`src/rtl/core/rsc_pkg.sv`:
```
// Package for the range scan to Cartesian converter.
// Holds widths, register indexes, CORDIC constants and the item types.
package rsc_pkg;

  localparam int MaxColumns   = 4096;
  localparam int MaxRows      = 256;
  localparam int CordicStages = 16;
  localparam int NumIter      = (CordicStages < 24) ? CordicStages : 24;
  localparam int QueueDepth   = 4;
  localparam int QueuePtrW    = 2;

  localparam int CordicW = 44;  // holds 2^24 * 1.65^2 * 2^16 with margin
  localparam int StageW  = 5;

  localparam logic [29:0] Kinv2Q30 = 30'd395948877;
  localparam logic signed [24:0] OutMax = 25'sd16777215;
  localparam logic signed [24:0] OutMin = -25'sd16777216;

  typedef enum logic [2:0] {
    REG_AZ_START  = 3'd0,
    REG_AZ_STEP   = 3'd1,
    REG_EL_START  = 3'd2,
    REG_EL_STEP   = 3'd3,
    REG_ROW_LEN   = 3'd4,
    REG_ROW_COUNT = 3'd5
  } reg_idx_e;

  typedef enum logic [1:0] {
    ST_IDLE = 2'd0,
    ST_ELEV = 2'd1,
    ST_AZIM = 2'd2,
    ST_DONE = 2'd3
  } back_state_e;

  // Classified item from the front part.
  typedef struct packed {
    logic [23:0] depth;
    logic        point_valid;
    logic [15:0] intensity;
    logic [15:0] azimuth;
    logic [15:0] elevation;
    logic [7:0]  ring;
    logic        frame_dense;
    logic        frame_end;
  } work_t;

  function automatic logic [31:0] atan_entry(input logic [StageW-1:0] i);
    logic [31:0] r;
    unique case (i)
      5'd0:  r = 32'h20000000;  5'd1:  r = 32'h12E4051E;
      5'd2:  r = 32'h09FB385B;  5'd3:  r = 32'h051111D4;
      5'd4:  r = 32'h028B0D43;  5'd5:  r = 32'h0145D7E1;
      5'd6:  r = 32'h00A2F61E;  5'd7:  r = 32'h00517C55;
      5'd8:  r = 32'h0028BE53;  5'd9:  r = 32'h00145F2F;
      5'd10: r = 32'h000A2F98;  5'd11: r = 32'h000517CC;
      5'd12: r = 32'h00028BE6;  5'd13: r = 32'h000145F3;
      5'd14: r = 32'h0000A2FA;  5'd15: r = 32'h0000517D;
      5'd16: r = 32'h000028BE;  5'd17: r = 32'h0000145F;
      5'd18: r = 32'h00000A30;  5'd19: r = 32'h00000518;
      5'd20: r = 32'h0000028C;  5'd21: r = 32'h00000146;
      5'd22: r = 32'h000000A3;  5'd23: r = 32'h00000051;
      default: r = 32'h0;
    endcase
    return r;
  endfunction

endpackage

```
`src/rtl/core/range_scan_to_cartesian.sv`:
```
// Range scan to Cartesian converter, top level.
// Depends on rsc_pkg, rsc_front, rsc_queue, rsc_back.
//
// Usage: range samples enter on the in channel (valid/ready) in row-major
// scan order. Each gives one point on the out channel (valid/ready) with
// x, y, z in 1/256 m, intensity, ring (row) and frame flags.
// Config registers are written through cfg_we_i/cfg_idx_i/cfg_data_i while
// the block is idle; any write to a known register restarts the frame.
// The front part tags each sample with its angles and flags combinationally and
// pushes it into a four-entry queue. The back part runs one shared CORDIC
// unit, 16 iterations for elevation then 16 for azimuth, and takes a new item
// only after the last one's result is loaded into the output register, so
// that CORDIC unit sets the throughput.
// Reset clears counters, angles to zero, dense flag to one, queue empty.
// When the receiver stalls the result waits in the output register, the
// back part finishes its next item and waits, and the queue fills before
// in_ready_o drops.
module range_scan_to_cartesian import rsc_pkg::*; (
  input  logic        clk_i,
  input  logic        rst_ni,
  input  logic        cfg_we_i,
  input  logic [2:0]  cfg_idx_i,
  input  logic [15:0] cfg_data_i,
  input  logic        in_valid_i,
  output logic        in_ready_o,
  input  logic [23:0] depth_i,
  input  logic        depth_invalid_i,
  input  logic [15:0] intensity_i,
  output logic        out_valid_o,
  input  logic        out_ready_i,
  output logic [24:0] x_coord_o,
  output logic [24:0] y_coord_o,
  output logic [24:0] z_coord_o,
  output logic [15:0] intensity_out_o,
  output logic [7:0]  ring_o,
  output logic        point_valid_o,
  output logic        frame_dense_o,
  output logic        frame_end_o
);

  work_t w_in, w_out;
  logic  push, full, pop, empty;

  rsc_front u_front (
    .clk_i, .rst_ni, .cfg_we_i, .cfg_idx_i, .cfg_data_i,
    .in_valid_i, .in_ready_o, .depth_i, .depth_invalid_i, .intensity_i,
    .push_o(push), .work_o(w_in), .full_i(full)
  );

  rsc_queue u_queue (
    .clk_i, .rst_ni, .push_i(push), .data_i(w_in), .full_o(full),
    .pop_i(pop), .empty_o(empty), .data_o(w_out)
  );

  rsc_back u_back (
    .clk_i, .rst_ni, .empty_i(empty), .work_i(w_out), .pop_o(pop),
    .out_valid_o, .out_ready_i, .x_coord_o, .y_coord_o, .z_coord_o,
    .intensity_out_o, .ring_o, .point_valid_o, .frame_dense_o, .frame_end_o
  );

endmodule

```
`src/rtl/core/rsc_front.sv`:
```
// Front part: scan counters, angle tracking, dense flag and config registers.
// Depends on rsc_pkg.
module rsc_front import rsc_pkg::*; (
  input  logic        clk_i,
  input  logic        rst_ni,
  input  logic        cfg_we_i,
  input  logic [2:0]  cfg_idx_i,
  input  logic [15:0] cfg_data_i,
  input  logic        in_valid_i,
  output logic        in_ready_o,
  input  logic [23:0] depth_i,
  input  logic        depth_invalid_i,
  input  logic [15:0] intensity_i,
  output logic        push_o,
  output work_t       work_o,
  input  logic        full_i
);

  logic [15:0] az_start_q, az_step_q, el_start_q, el_step_q;
  logic [12:0] row_len_q;
  logic [8:0]  row_cnt_q;
  logic [11:0] col_q;
  logic [7:0]  row_q;
  logic [15:0] az_q, el_q;
  logic        dense_q;
  logic [12:0] len_c;
  logic [8:0]  rows_c;
  logic        last_col, last_row, dense_now, fire, cfg_hit;

  // Clamp dimensions to 1..max
  always_comb begin
    len_c  = (row_len_q == 13'd0) ? 13'd1 :
             (row_len_q > 13'(MaxColumns)) ? 13'(MaxColumns) : row_len_q;
    rows_c = (row_cnt_q == 9'd0) ? 9'd1 :
             (row_cnt_q > 9'(MaxRows)) ? 9'(MaxRows) : row_cnt_q;
    last_col  = ({1'b0, col_q} + 13'd1) >= len_c;
    last_row  = ({1'b0, row_q} + 9'd1) >= rows_c;
    dense_now = dense_q & ~depth_invalid_i;
    fire      = in_valid_i & ~full_i;
    cfg_hit   = cfg_we_i & (cfg_idx_i <= REG_ROW_COUNT);
  end

  assign in_ready_o = ~full_i;
  assign push_o     = fire;

  always_comb begin
    work_o.depth       = depth_i;
    work_o.point_valid = ~depth_invalid_i;
    work_o.intensity   = intensity_i;
    work_o.azimuth     = az_q;
    work_o.elevation   = el_q;
    work_o.ring        = row_q;
    work_o.frame_dense = dense_now;
    work_o.frame_end   = last_col & last_row;
  end

  // Hold config registers
  always_ff @(posedge clk_i or negedge rst_ni) begin
    if (!rst_ni) begin
      az_start_q <= '0; az_step_q <= '0; el_start_q <= '0; el_step_q <= '0;
      row_len_q <= 13'd1; row_cnt_q <= 9'd1;
    end else if (cfg_we_i) begin
      unique case (cfg_idx_i)
        REG_AZ_START:  az_start_q <= cfg_data_i;
        REG_AZ_STEP:   az_step_q  <= cfg_data_i;
        REG_EL_START:  el_start_q <= cfg_data_i;
        REG_EL_STEP:   el_step_q  <= cfg_data_i;
        REG_ROW_LEN:   row_len_q  <= cfg_data_i[12:0];
        REG_ROW_COUNT: row_cnt_q  <= cfg_data_i[8:0];
        default: ;
      endcase
    end
  end

  // Advance scan position; restart on a config write to a known register
  always_ff @(posedge clk_i or negedge rst_ni) begin
    if (!rst_ni) begin
      col_q <= '0; row_q <= '0; az_q <= '0; el_q <= '0; dense_q <= 1'b1;
    end else if (cfg_hit) begin
      col_q <= '0; row_q <= '0; dense_q <= 1'b1;
      az_q <= (cfg_idx_i == REG_AZ_START) ? cfg_data_i : az_start_q;
      el_q <= (cfg_idx_i == REG_EL_START) ? cfg_data_i : el_start_q;
    end else if (fire) begin
      dense_q <= dense_now;
      if (last_col) begin
        col_q <= '0;
        az_q  <= az_start_q;
        if (last_row) begin
          row_q <= '0; el_q <= el_start_q; dense_q <= 1'b1;
        end else begin
          row_q <= row_q + 8'd1;
          el_q  <= el_q + el_step_q;
        end
      end else begin
        col_q <= col_q + 12'd1;
        az_q  <= az_q + az_step_q;
      end
    end
  end

endmodule

```
`src/rtl/core/rsc_queue.sv`:
```
// Short FIFO of classified items between the front and back parts.
// Depends on rsc_pkg.
module rsc_queue import rsc_pkg::*; (
  input  logic  clk_i,
  input  logic  rst_ni,
  input  logic  push_i,
  input  work_t data_i,
  output logic  full_o,
  input  logic  pop_i,
  output logic  empty_o,
  output work_t data_o
);

  work_t mem_q [QueueDepth];
  logic [QueuePtrW-1:0] wr_q, rd_q;
  logic [QueuePtrW:0]   cnt_q;

  assign full_o  = (cnt_q == (QueuePtrW+1)'(QueueDepth));
  assign empty_o = (cnt_q == '0);
  assign data_o  = mem_q[rd_q];

  // Store entries
  always_ff @(posedge clk_i) begin
    if (push_i) mem_q[wr_q] <= data_i;
  end

  // Track pointers and fill count
  always_ff @(posedge clk_i or negedge rst_ni) begin
    if (!rst_ni) begin
      wr_q <= '0; rd_q <= '0; cnt_q <= '0;
    end else begin
      if (push_i) wr_q <= wr_q + 1'b1;
      if (pop_i)  rd_q <= rd_q + 1'b1;
      cnt_q <= cnt_q + (QueuePtrW+1)'(push_i) - (QueuePtrW+1)'(pop_i);
    end
  end

endmodule

```
`src/rtl/core/rsc_back.sv`:
```
// Back part: iterative CORDIC (elevation then azimuth) and output register.
// Depends on rsc_pkg.
module rsc_back import rsc_pkg::*; (
  input  logic         clk_i,
  input  logic         rst_ni,
  input  logic         empty_i,
  input  work_t        work_i,
  output logic         pop_o,
  output logic         out_valid_o,
  input  logic         out_ready_i,
  output logic [24:0]  x_coord_o,
  output logic [24:0]  y_coord_o,
  output logic [24:0]  z_coord_o,
  output logic [15:0]  intensity_out_o,
  output logic [7:0]   ring_o,
  output logic         point_valid_o,
  output logic         frame_dense_o,
  output logic         frame_end_o
);

  back_state_e state_q, state_d;
  work_t       item_q;
  logic signed [CordicW-1:0] x_q, y_q, zc_q;
  logic signed [32:0] ang_q;
  logic [StageW-1:0]  it_q;
  logic [53:0]        prod;
  logic signed [CordicW-1:0] v_start, dx, dy, x_n, y_n, pre_x;
  logic signed [32:0] a_n, ang_in, atan_s;
  logic [15:0]        ang16;
  logic               flip, last_it, take;
  logic [24:0] xo_q, yo_q, zo_q;
  logic        ov_q;

  // Start vector: round(depth * Kinv2 / 2^14)
  assign prod    = 54'(work_i.depth) * 54'(Kinv2Q30) + 54'd8192;
  assign v_start = CordicW'(prod >> 14);
  assign last_it = (it_q == StageW'(NumIter - 1));
  assign take    = (state_q == ST_IDLE) & ~empty_i;
  assign pop_o   = take;

  // Fold angle into +-90 degrees
  always_comb begin
    ang16  = (state_q == ST_IDLE) ? work_i.elevation : item_q.azimuth;
    pre_x  = (state_q == ST_IDLE) ? v_start : x_q;
    ang_in = {ang16[15], ang16, 16'd0};
    flip   = (ang_in > 33'sd1073741824) | (ang_in < -33'sd1073741824);
  end

  // One CORDIC iteration
  always_comb begin
    dx     = y_q >>> it_q;
    dy     = x_q >>> it_q;
    atan_s = $signed({1'b0, atan_entry(it_q)});
    if (!ang_q[32]) begin
      x_n = x_q - dx; y_n = y_q + dy; a_n = ang_q - atan_s;
    end else begin
      x_n = x_q + dx; y_n = y_q - dy; a_n = ang_q + atan_s;
    end
  end

  // Next state
  always_comb begin
    state_d = state_q;
    unique case (state_q)
      ST_IDLE: if (!empty_i) state_d = ST_ELEV;
      ST_ELEV: if (last_it) state_d = ST_AZIM;
      ST_AZIM: if (last_it) state_d = ST_DONE;
      ST_DONE: if (!ov_q || out_ready_i) state_d = ST_IDLE;
      default: state_d = ST_IDLE;
    endcase
  end

  function automatic logic [24:0] fin(input logic signed [CordicW-1:0] v);
    logic signed [CordicW-1:0] r;
    r = (v + CordicW'(32768)) >>> 16;
    if (r > CordicW'(OutMax)) return OutMax;
    if (r < CordicW'(OutMin)) return OutMin;
    return r[24:0];
  endfunction

  always_ff @(posedge clk_i or negedge rst_ni) begin
    if (!rst_ni) state_q <= ST_IDLE;
    else         state_q <= state_d;
  end

  // Run datapath
  always_ff @(posedge clk_i) begin
    unique case (state_q)
      ST_IDLE: begin
        item_q <= work_i;
        x_q    <= flip ? -pre_x : pre_x;
        y_q    <= '0;
        ang_q  <= flip ? (ang_in[32] ? ang_in + 33'sd2147483648
                                     : ang_in - 33'sd2147483648) : ang_in;
        it_q   <= '0;
      end
      ST_ELEV: begin
        if (last_it) begin
          zc_q  <= y_n;
          x_q   <= flip ? -x_n : x_n;
          y_q   <= '0;
          ang_q <= flip ? (ang_in[32] ? ang_in + 33'sd2147483648
                                      : ang_in - 33'sd2147483648) : ang_in;
          it_q  <= '0;
        end else begin
          x_q <= x_n; y_q <= y_n; ang_q <= a_n; it_q <= it_q + 1'b1;
        end
      end
      ST_AZIM: begin
        x_q <= x_n; y_q <= y_n; ang_q <= a_n; it_q <= it_q + 1'b1;
      end
      default: ;
    endcase
  end

  // Output register: load when done and free
  always_ff @(posedge clk_i or negedge rst_ni) begin
    if (!rst_ni) ov_q <= 1'b0;
    else if (state_q == ST_DONE && (!ov_q || out_ready_i)) ov_q <= 1'b1;
    else if (out_ready_i) ov_q <= 1'b0;
  end

  always_ff @(posedge clk_i) begin
    if (state_q == ST_DONE && (!ov_q || out_ready_i)) begin
      xo_q <= item_q.point_valid ? fin(x_q) : '0;
      yo_q <= item_q.point_valid ? fin(y_q) : '0;
      zo_q <= item_q.point_valid ? fin(zc_q) : '0;
      intensity_out_o <= item_q.intensity;
      ring_o          <= item_q.ring;
      point_valid_o   <= item_q.point_valid;
      frame_dense_o   <= item_q.frame_dense;
      frame_end_o     <= item_q.frame_end;
    end
  end

  assign out_valid_o = ov_q;
  assign x_coord_o   = xo_q;
  assign y_coord_o   = yo_q;
  assign z_coord_o   = zo_q;

endmodule

```
`config.mk`:
```
export PLATFORM = sky130hd
export DESIGN_NAME = range_scan_to_cartesian
export DESIGN_NICKNAME = d
export VERILOG_FILES = /design/src/rtl/core/rsc_pkg.sv /design/src/rtl/core/range_scan_to_cartesian.sv /design/src/rtl/core/rsc_front.sv /design/src/rtl/core/rsc_queue.sv /design/src/rtl/core/rsc_back.sv
export SDC_FILE = /design/constraint.sdc
export NUM_CORES = 2
export LEC_CHECK = 0
export ABC_AREA = 1
export ABC_CLOCK_PERIOD_IN_PS = 12500
export BUFFER_PORTS_ARGS = -buffer_cell sky130_fd_sc_hd__buf_4
export CORE_ASPECT_RATIO = 1.1
export CORE_UTILIZATION = 40
export DETAILED_ROUTE_END_ITERATION = 7
export PLACE_DENSITY_LB_ADDON = 0.3
export SYNTH_ARGS = -nofsm -noshare
export SYNTH_HDL_FRONTEND = slang
export SYNTH_SLANG_ARGS = --single-unit
```
`constraint.sdc`:
```
create_clock -name clk_i -period 12.5 [get_ports clk_i]
set_input_delay 1.25 -clock clk_i [delete_from_list [all_inputs] [get_ports clk_i]]
set_output_delay 1.25 -clock clk_i [all_outputs]
set_load 0.02 [all_outputs]
```
* Word level (Yosys, flattened, before mapping)
Memories as Yosys holds them, arrays and structs flattened. A register that Yosys moved wholly into a read port is not among the register bits.
Cells that the tools add are included.
** Operators by class
- $lt $le $gt $ge :: 13
- Shift-type cells :: 2
- Eq/ne operators :: 14
- Bitwise gates (word level) :: 9
- $add $sub $neg :: 25
- Reduce and logical (&&, ||, !) cells :: 19
- Multipliers :: 1
- Mux-type cells :: 78
** Operator list (number)
- $mux W44 :: 7
- $mux W25 :: 12
- $pmux W44 S3 :: 2
- $mux W16 :: 10
- $add A44 B17 Y44 const B :: 3
- $mux W33 :: 4
- $pmux W33 S3 :: 1
- $add A44 B44 Y44 :: 2
- $neg A44 Y44 :: 2
- $sshr A44 B5 Y44 :: 2
- $sub A44 B44 Y44 :: 2
- $gt A28 B25 Y1 const B :: 3
- $lt A28 B25 Y1 const B :: 3
- $add A53 B14 Y54 const B :: 1
- $mul A24 B29 Y53 const B :: 1
- $mux W12 :: 3
- $add A32 B33 Y33 const B :: 1
- $add A33 B33 Y33 :: 1
- $sub A32 B33 Y33 const B :: 1
- $sub A33 B33 Y33 :: 1
- $add A16 B16 Y16 :: 2
- $gt A32 B32 Y1 const B :: 1
- $lt A32 B31 Y1 const B :: 1
- $mux W8 :: 4
- 42 further kinds :: 91
** Storage, ports and cells
- Bits of input ports :: 65
- ROM bits :: 960
- Memories :: 2
- Output and inout bits :: 104
- Bits in registers :: 464
- RAM bits :: 332
** Memories
- (name not given) :: depth 32, width 30, rd ports 1, clocked after memory_dff 1, wr ports 0, line rsc_pkg.sv:49 : unique case (i)
- u_queue.mem_q :: depth 4, width 83, rd ports 1, clocked after memory_dff 0, wr ports 1, line rsc_queue.sv:14 : work_t mem_q [QueueDepth];

* Logic depth before layout (Yosys ltp)
- Depth in word-level cells :: 8
- Gate-level depth with buffers :: 48

* Hierarchy
From an unflattened synthesis, not the netlist that was laid out.
** Second synthesis, totals
- Cells, all modules :: 9526
- Area total of the unflattened synthesis :: 70991.8 um^2
** By module, submodules not included
- rsc_back :: area each 47199.0 um^2, cells each 6844, times used 1
- rsc_queue :: area each 14393.8 um^2, cells each 1347, times used 1
- rsc_front :: area each 9399.0 um^2, cells each 1335, times used 1

* Worst setup path before layout
Ideal clock, no wire load.
- Path type :: flip-flop to flip-flop
- Start point :: register u_queue.rd_q[1]
- End point :: register u_back.x_q[27], data pin
- Clock period less this slack :: 8151 ps
- Stages on the path, launching flop included :: 39
- Arrival time :: 7899 ps
- Slack :: 4349 ps
- Buffers on the path :: 3
- Library setup time :: 252 ps
- Path through :: dfrtp_1 inv_1 clkbuf_1 clkbuf_1 buf_1 a21oi_1 a32oi_1 ha_1 fa_1 inv_1 fa_1 inv_1 fa_1 fa_1 fa_1 inv_1 fa_1 inv_1 (+3 left out) inv_2 nor2_1 inv_1 nor3_1 nand2_1 nand2_1 nand2_1 nand3_1 nand2_1 nor2_2 nand2_1 nor2_1 nand3_1 or2_1 nand3b_1 nand2_1 nand2_1 nand2_1
** Between the ends
- Longest elaborated chain between the ends :: 7
- Elaborated cells between the ends (all ways) :: 13
- Those cells by class :: 2 x add/sub; 1 x mul; 2 x order compare; 6 x mux; 1 x bitwise; 1 x memory
** Ends and longest elaborated chain
- start: declaration :: line rsc_queue.sv:15 : logic [QueuePtrW-1:0] wr_q, rd_q;
- start signal: assignment :: line rsc_queue.sv:33 : if (pop_i) rd_q <= rd_q + 1'b1;
- $mem_v2 Z4 W83 *
- $mul A24 B29 Y53 or $mux W16 (tied branches) :: line rsc_back.sv:35, rsc_back.sv:43
- $add A53 B14 Y54 (tied with other cells) :: line rsc_back.sv:35 : assign prod = 54'(work_i.depth) * 54'(Kinv2Q30) + 54'd8192;
- $mux W44 or $or A1 B1 Y1 (tied branches) :: line rsc_back.sv:44, rsc_back.sv:46
- $neg A44 Y44 or $mux W44 (tied branches) :: line rsc_back.sv:91, rsc_back.sv:100
- $mux W44, on equally long branches :: line rsc_back.sv:91, rsc_back.sv:98
- $pmux W44 S3 * :: line rsc_back.sv:88 : unique case (state_q)
- end signal: assignment :: line rsc_back.sv:91 : x_q <= flip ? -pre_x : pre_x;
- end signal: assignment :: line rsc_back.sv:100 : x_q <= flip ? -x_n : x_n;
- end signal: assignment :: line rsc_back.sv:106 : x_q <= x_n; y_q <= y_n; ang_q <= a_n; it_q <= it_q + 1'b1;
- end: declaration :: line rsc_back.sv:23 : logic signed [CordicW-1:0] x_q, y_q, zc_q;
Mark *: on every way between the ends. The rest lies on a longest branch, timed or not.
A chain may end at the register's enable or synchronous reset.

* Worst setup path after layout
- Start point :: register u_queue.rd_q[0]
- End point :: register u_back.x_q[21], data pin
The elaborated chain is that of the path after synthesis.

==> reports/qor.csv <==
metric,value,unit
post-synthesis cell count,8694,
CP Max Fanout,67,
hpwl dp,172000,microns
CTS Buf Count,90,
syn nets,9504,
CP Capture Type,flip-flop,
startpoint type of the worst setup path,flip-flop,
P&R area growth vs syn,9.97,%
hold_buf cts,0,
Avg WL per Cell,19.9,microns
total of max-cap violations,0,
status,completed,
CTS Sinks,811,
First-pass DRT Iterations,8,
routed via count,58700,
vias per inst,5.31,
Clock Tree Root,clkbuf_16,
Initial Util,40.4,%
die area,170000,sq um
clock skew,85.7,ps
fraction of layout instances using a drive strength above 1,6.00,%
Yosys cell types,72,
Seq cells post-synth,811,
PortBufs,168,
Filler cells,16800,
core box area,167000,sq um
measured slew at the worst slew-check pin,1210,ps
Setup Viol. Count Final,0,
setup bufs post-CTS,0,
Hold Path Sink,u_back.intensity_out_o[2],
"CP delay by family, top",adder cells,
critical path data arrival time,10380,ps
Die Span Y,433,microns
"commonest non-fill, non-tap cell in the layout",nand2_1,
die width,394,microns
CP most frequent cell,nand2_1,
sum of buffers and inverters on the critical path,7,
H-tree Lvls,3,
CTS tree,done,
Crit Path Class,flip-flop to flip-flop,
synthesized cell area,67500,sq um
Hold Path Origin,u_back.item_q[44],
most frequent cells in the layout,"nand2_1 (2,140), inv_1 (1,246), nor2_1 (789), o21ai_0 (701), edfxtp_1 (632)",
"Seq/Total Area, Yosys",34.6,%
io pins,169,
r2r setup slk,2550,ps
ranking of synthesized cells by area,"edfxtp_1 (28%), nand2_1 (12%), ha_1 (8.7%), fa_1 (8.3%), inv_1 (6.9%)",
GRT Total Usage,25.3,%
RSZ-0062 raised after global routing,false,
Synth warnings,0,
Slowest Stage Delay on Critical Path,920,ps
HP Class,flip-flop to flip-flop,
worst relative slew slack,19.4,%
Yosys top cell by area,edfxtp_1,
total wire length,220000,microns
clock-pin slew on the worst setup and hold paths,60,ps
Max clock buf depth,3,
post-synth top area share,28.1,%
first-pass GRT wire length,334000,microns
R2R cell count,33,
Routed Antenna Nets,0,
asr flop ratio synth,18.4,%
synthesized area per cell,7.76,sq um
ys flop type,edfxtp_1,
Peak Freq,0.100,GHz
Post-synth EDFFs,632,
drt first-iter violations,4767,
Final Cycle Share,79.6,%
GPL Wtd Cong,1.01,
grt total ovfl,0,
number of global-route vias before repair,56000,
hold depth,0,
Final Critical Period,9950,ps
row count,157,
largest net degree at the start of global routing,99,
reg2reg end,u_back.x_q[21],
reg2reg start,u_queue.rd_q[0],
Resize count post-CTS,0,
drt drc,0,
initial antenna violation count,1,
Final Hold Vio Count,0,
Worst EP required,12930,ps
fin nets,9562,
setup_tns,0,ps
worst skew pair latency,740,ps
highest-delay cell along the critical path,a32oi_1,
Slew Limit Fails,0,
through the flow:
step | hold WS, ps | instance area (sq um) | setup WS, ps | utilization [%] | cells
floorplan | 400 | 67500 | 4350 | - | 8694
global placement | 403 | 70900 | 2500 | 42.5 | 10900
detailed placement | 405 | 70900 | 2510 | 42.5 | 10900
CTS | 382 | 74200 | 2530 | 44.4 | 11100
global route | 396 | 74200 | 1980 | 44.4 | 11100
finish | 387 | 74200 | 2550 | 44.4 | 11100
layout make-up:
| type | instances | area [sq um] | area share (%) |
|---|---|---|---|
| diodes | 1 | 2.50 | 0.00337 |
| well taps | 2226 | 2790 | 3.75 |
| repair buffers | 233 | 1750 | 2.36 |
| clock buffers | 106 | 2340 | 3.16 |
| clock inverters | 63 | 925 | 1.25 |
| flip-flops and latches | 811 | 23300 | 31.4 |
| multi-input cells | 6347 | 38300 | 51.6 |
| inverters | 1269 | 4770 | 6.43 |
cell usage after synthesis (14+ instances only):
cell,n
o31ai_1,14
nand3_1,500
ha_1,467
a31oi_1,24
fa_1,278
buf_1,43
mux2i_1,33
a21oi_1,399
edfxtp_1,632
xor2_1,183
nand2_1,2140
nand4_1,89
nor3_1,84
clkbuf_1,143
nand3b_1,19
buf_2,63
o21ai_2,31
dfrtp_1,146
inv_1,1249
o21ai_0,701
o21a_1,23
o21bai_1,18
nor4_1,27
dfxtp_1,30
o211ai_1,40
or2_2,29
xnor2_1,92
nor2_1,795
a32oi_1,18
o22ai_1,81
o21ai_1,135
state kept, by name, indices dropped and copies added (netlist names), 5 cells and up:
register                flops
u_front.row_len_q          13
u_front.row_q               8
u_back.zc_q                29
u_back.it_q                 5
u_back.z_coord_o           25
u_back.x_coord_o           25
u_front.el_start_q         16
u_front.az_start_q         16
u_back.y_q                 44
u_back.x_q                 44
u_back.atan_s              30
u_front.row_cnt_q           9
u_back.intensity_out_o     16
u_back.item_q              43
u_front.col_q              12
u_back.ang_q               33
u_front.el_step_q          16
u_back.ring_o               8
u_queue.mem_q             332
u_front.el_q               16
u_front.az_step_q          16
u_back.y_coord_o           25
u_front.az_q               16
worst max-delay path by stage:
stage / startpoint / to / slack, ps / depth (start not counted)
global placement: u_queue.rd_q[0] / u_back.x_q[21] / 2500 / 33
CTS: u_queue.rd_q[0] / u_back.x_q[21] / 2530 / 33
detailed placement: u_queue.rd_q[0] / u_back.x_q[21] / 2510 / 33
global route: u_queue.rd_q[0] / u_back.x_q[25] / 1980 / 34
finish: u_queue.rd_q[0] / u_back.x_q[21] / 2550 / 33
floorplan: u_queue.rd_q[1] / u_back.x_q[27] / 4350 / 38
logic make-up after synthesis:
logic type / Yosys count / share of synthesized area (%)
AO/OA/AOI/OAI: 1546 / 12.6
buffers and inverters: 1536 / 8.79
flip-flops: 811 / 34.6
AND/OR/NAND/NOR: 3746 / 23.0
multiplexers: 34 / 0.506
adder cells (fa/ha/maj): 745 / 16.9
XOR/XNOR: 276 / 3.59
per-layer routing:
metal / up-vias / track usage, % / wire [microns]
li1: 28700 / - / -
met1: 27800 / 32.6 / 94400
met2: 1847 / 43.1 / 104000
met3: 359 / 3.04 / 12300
met4: 0 / 10.3 / 9460
met5: - / 0 / 0
Power is left out: the tool's default activity adds up to more than one toggle a clock period on the data nets, which glitch-free logic cannot reach.
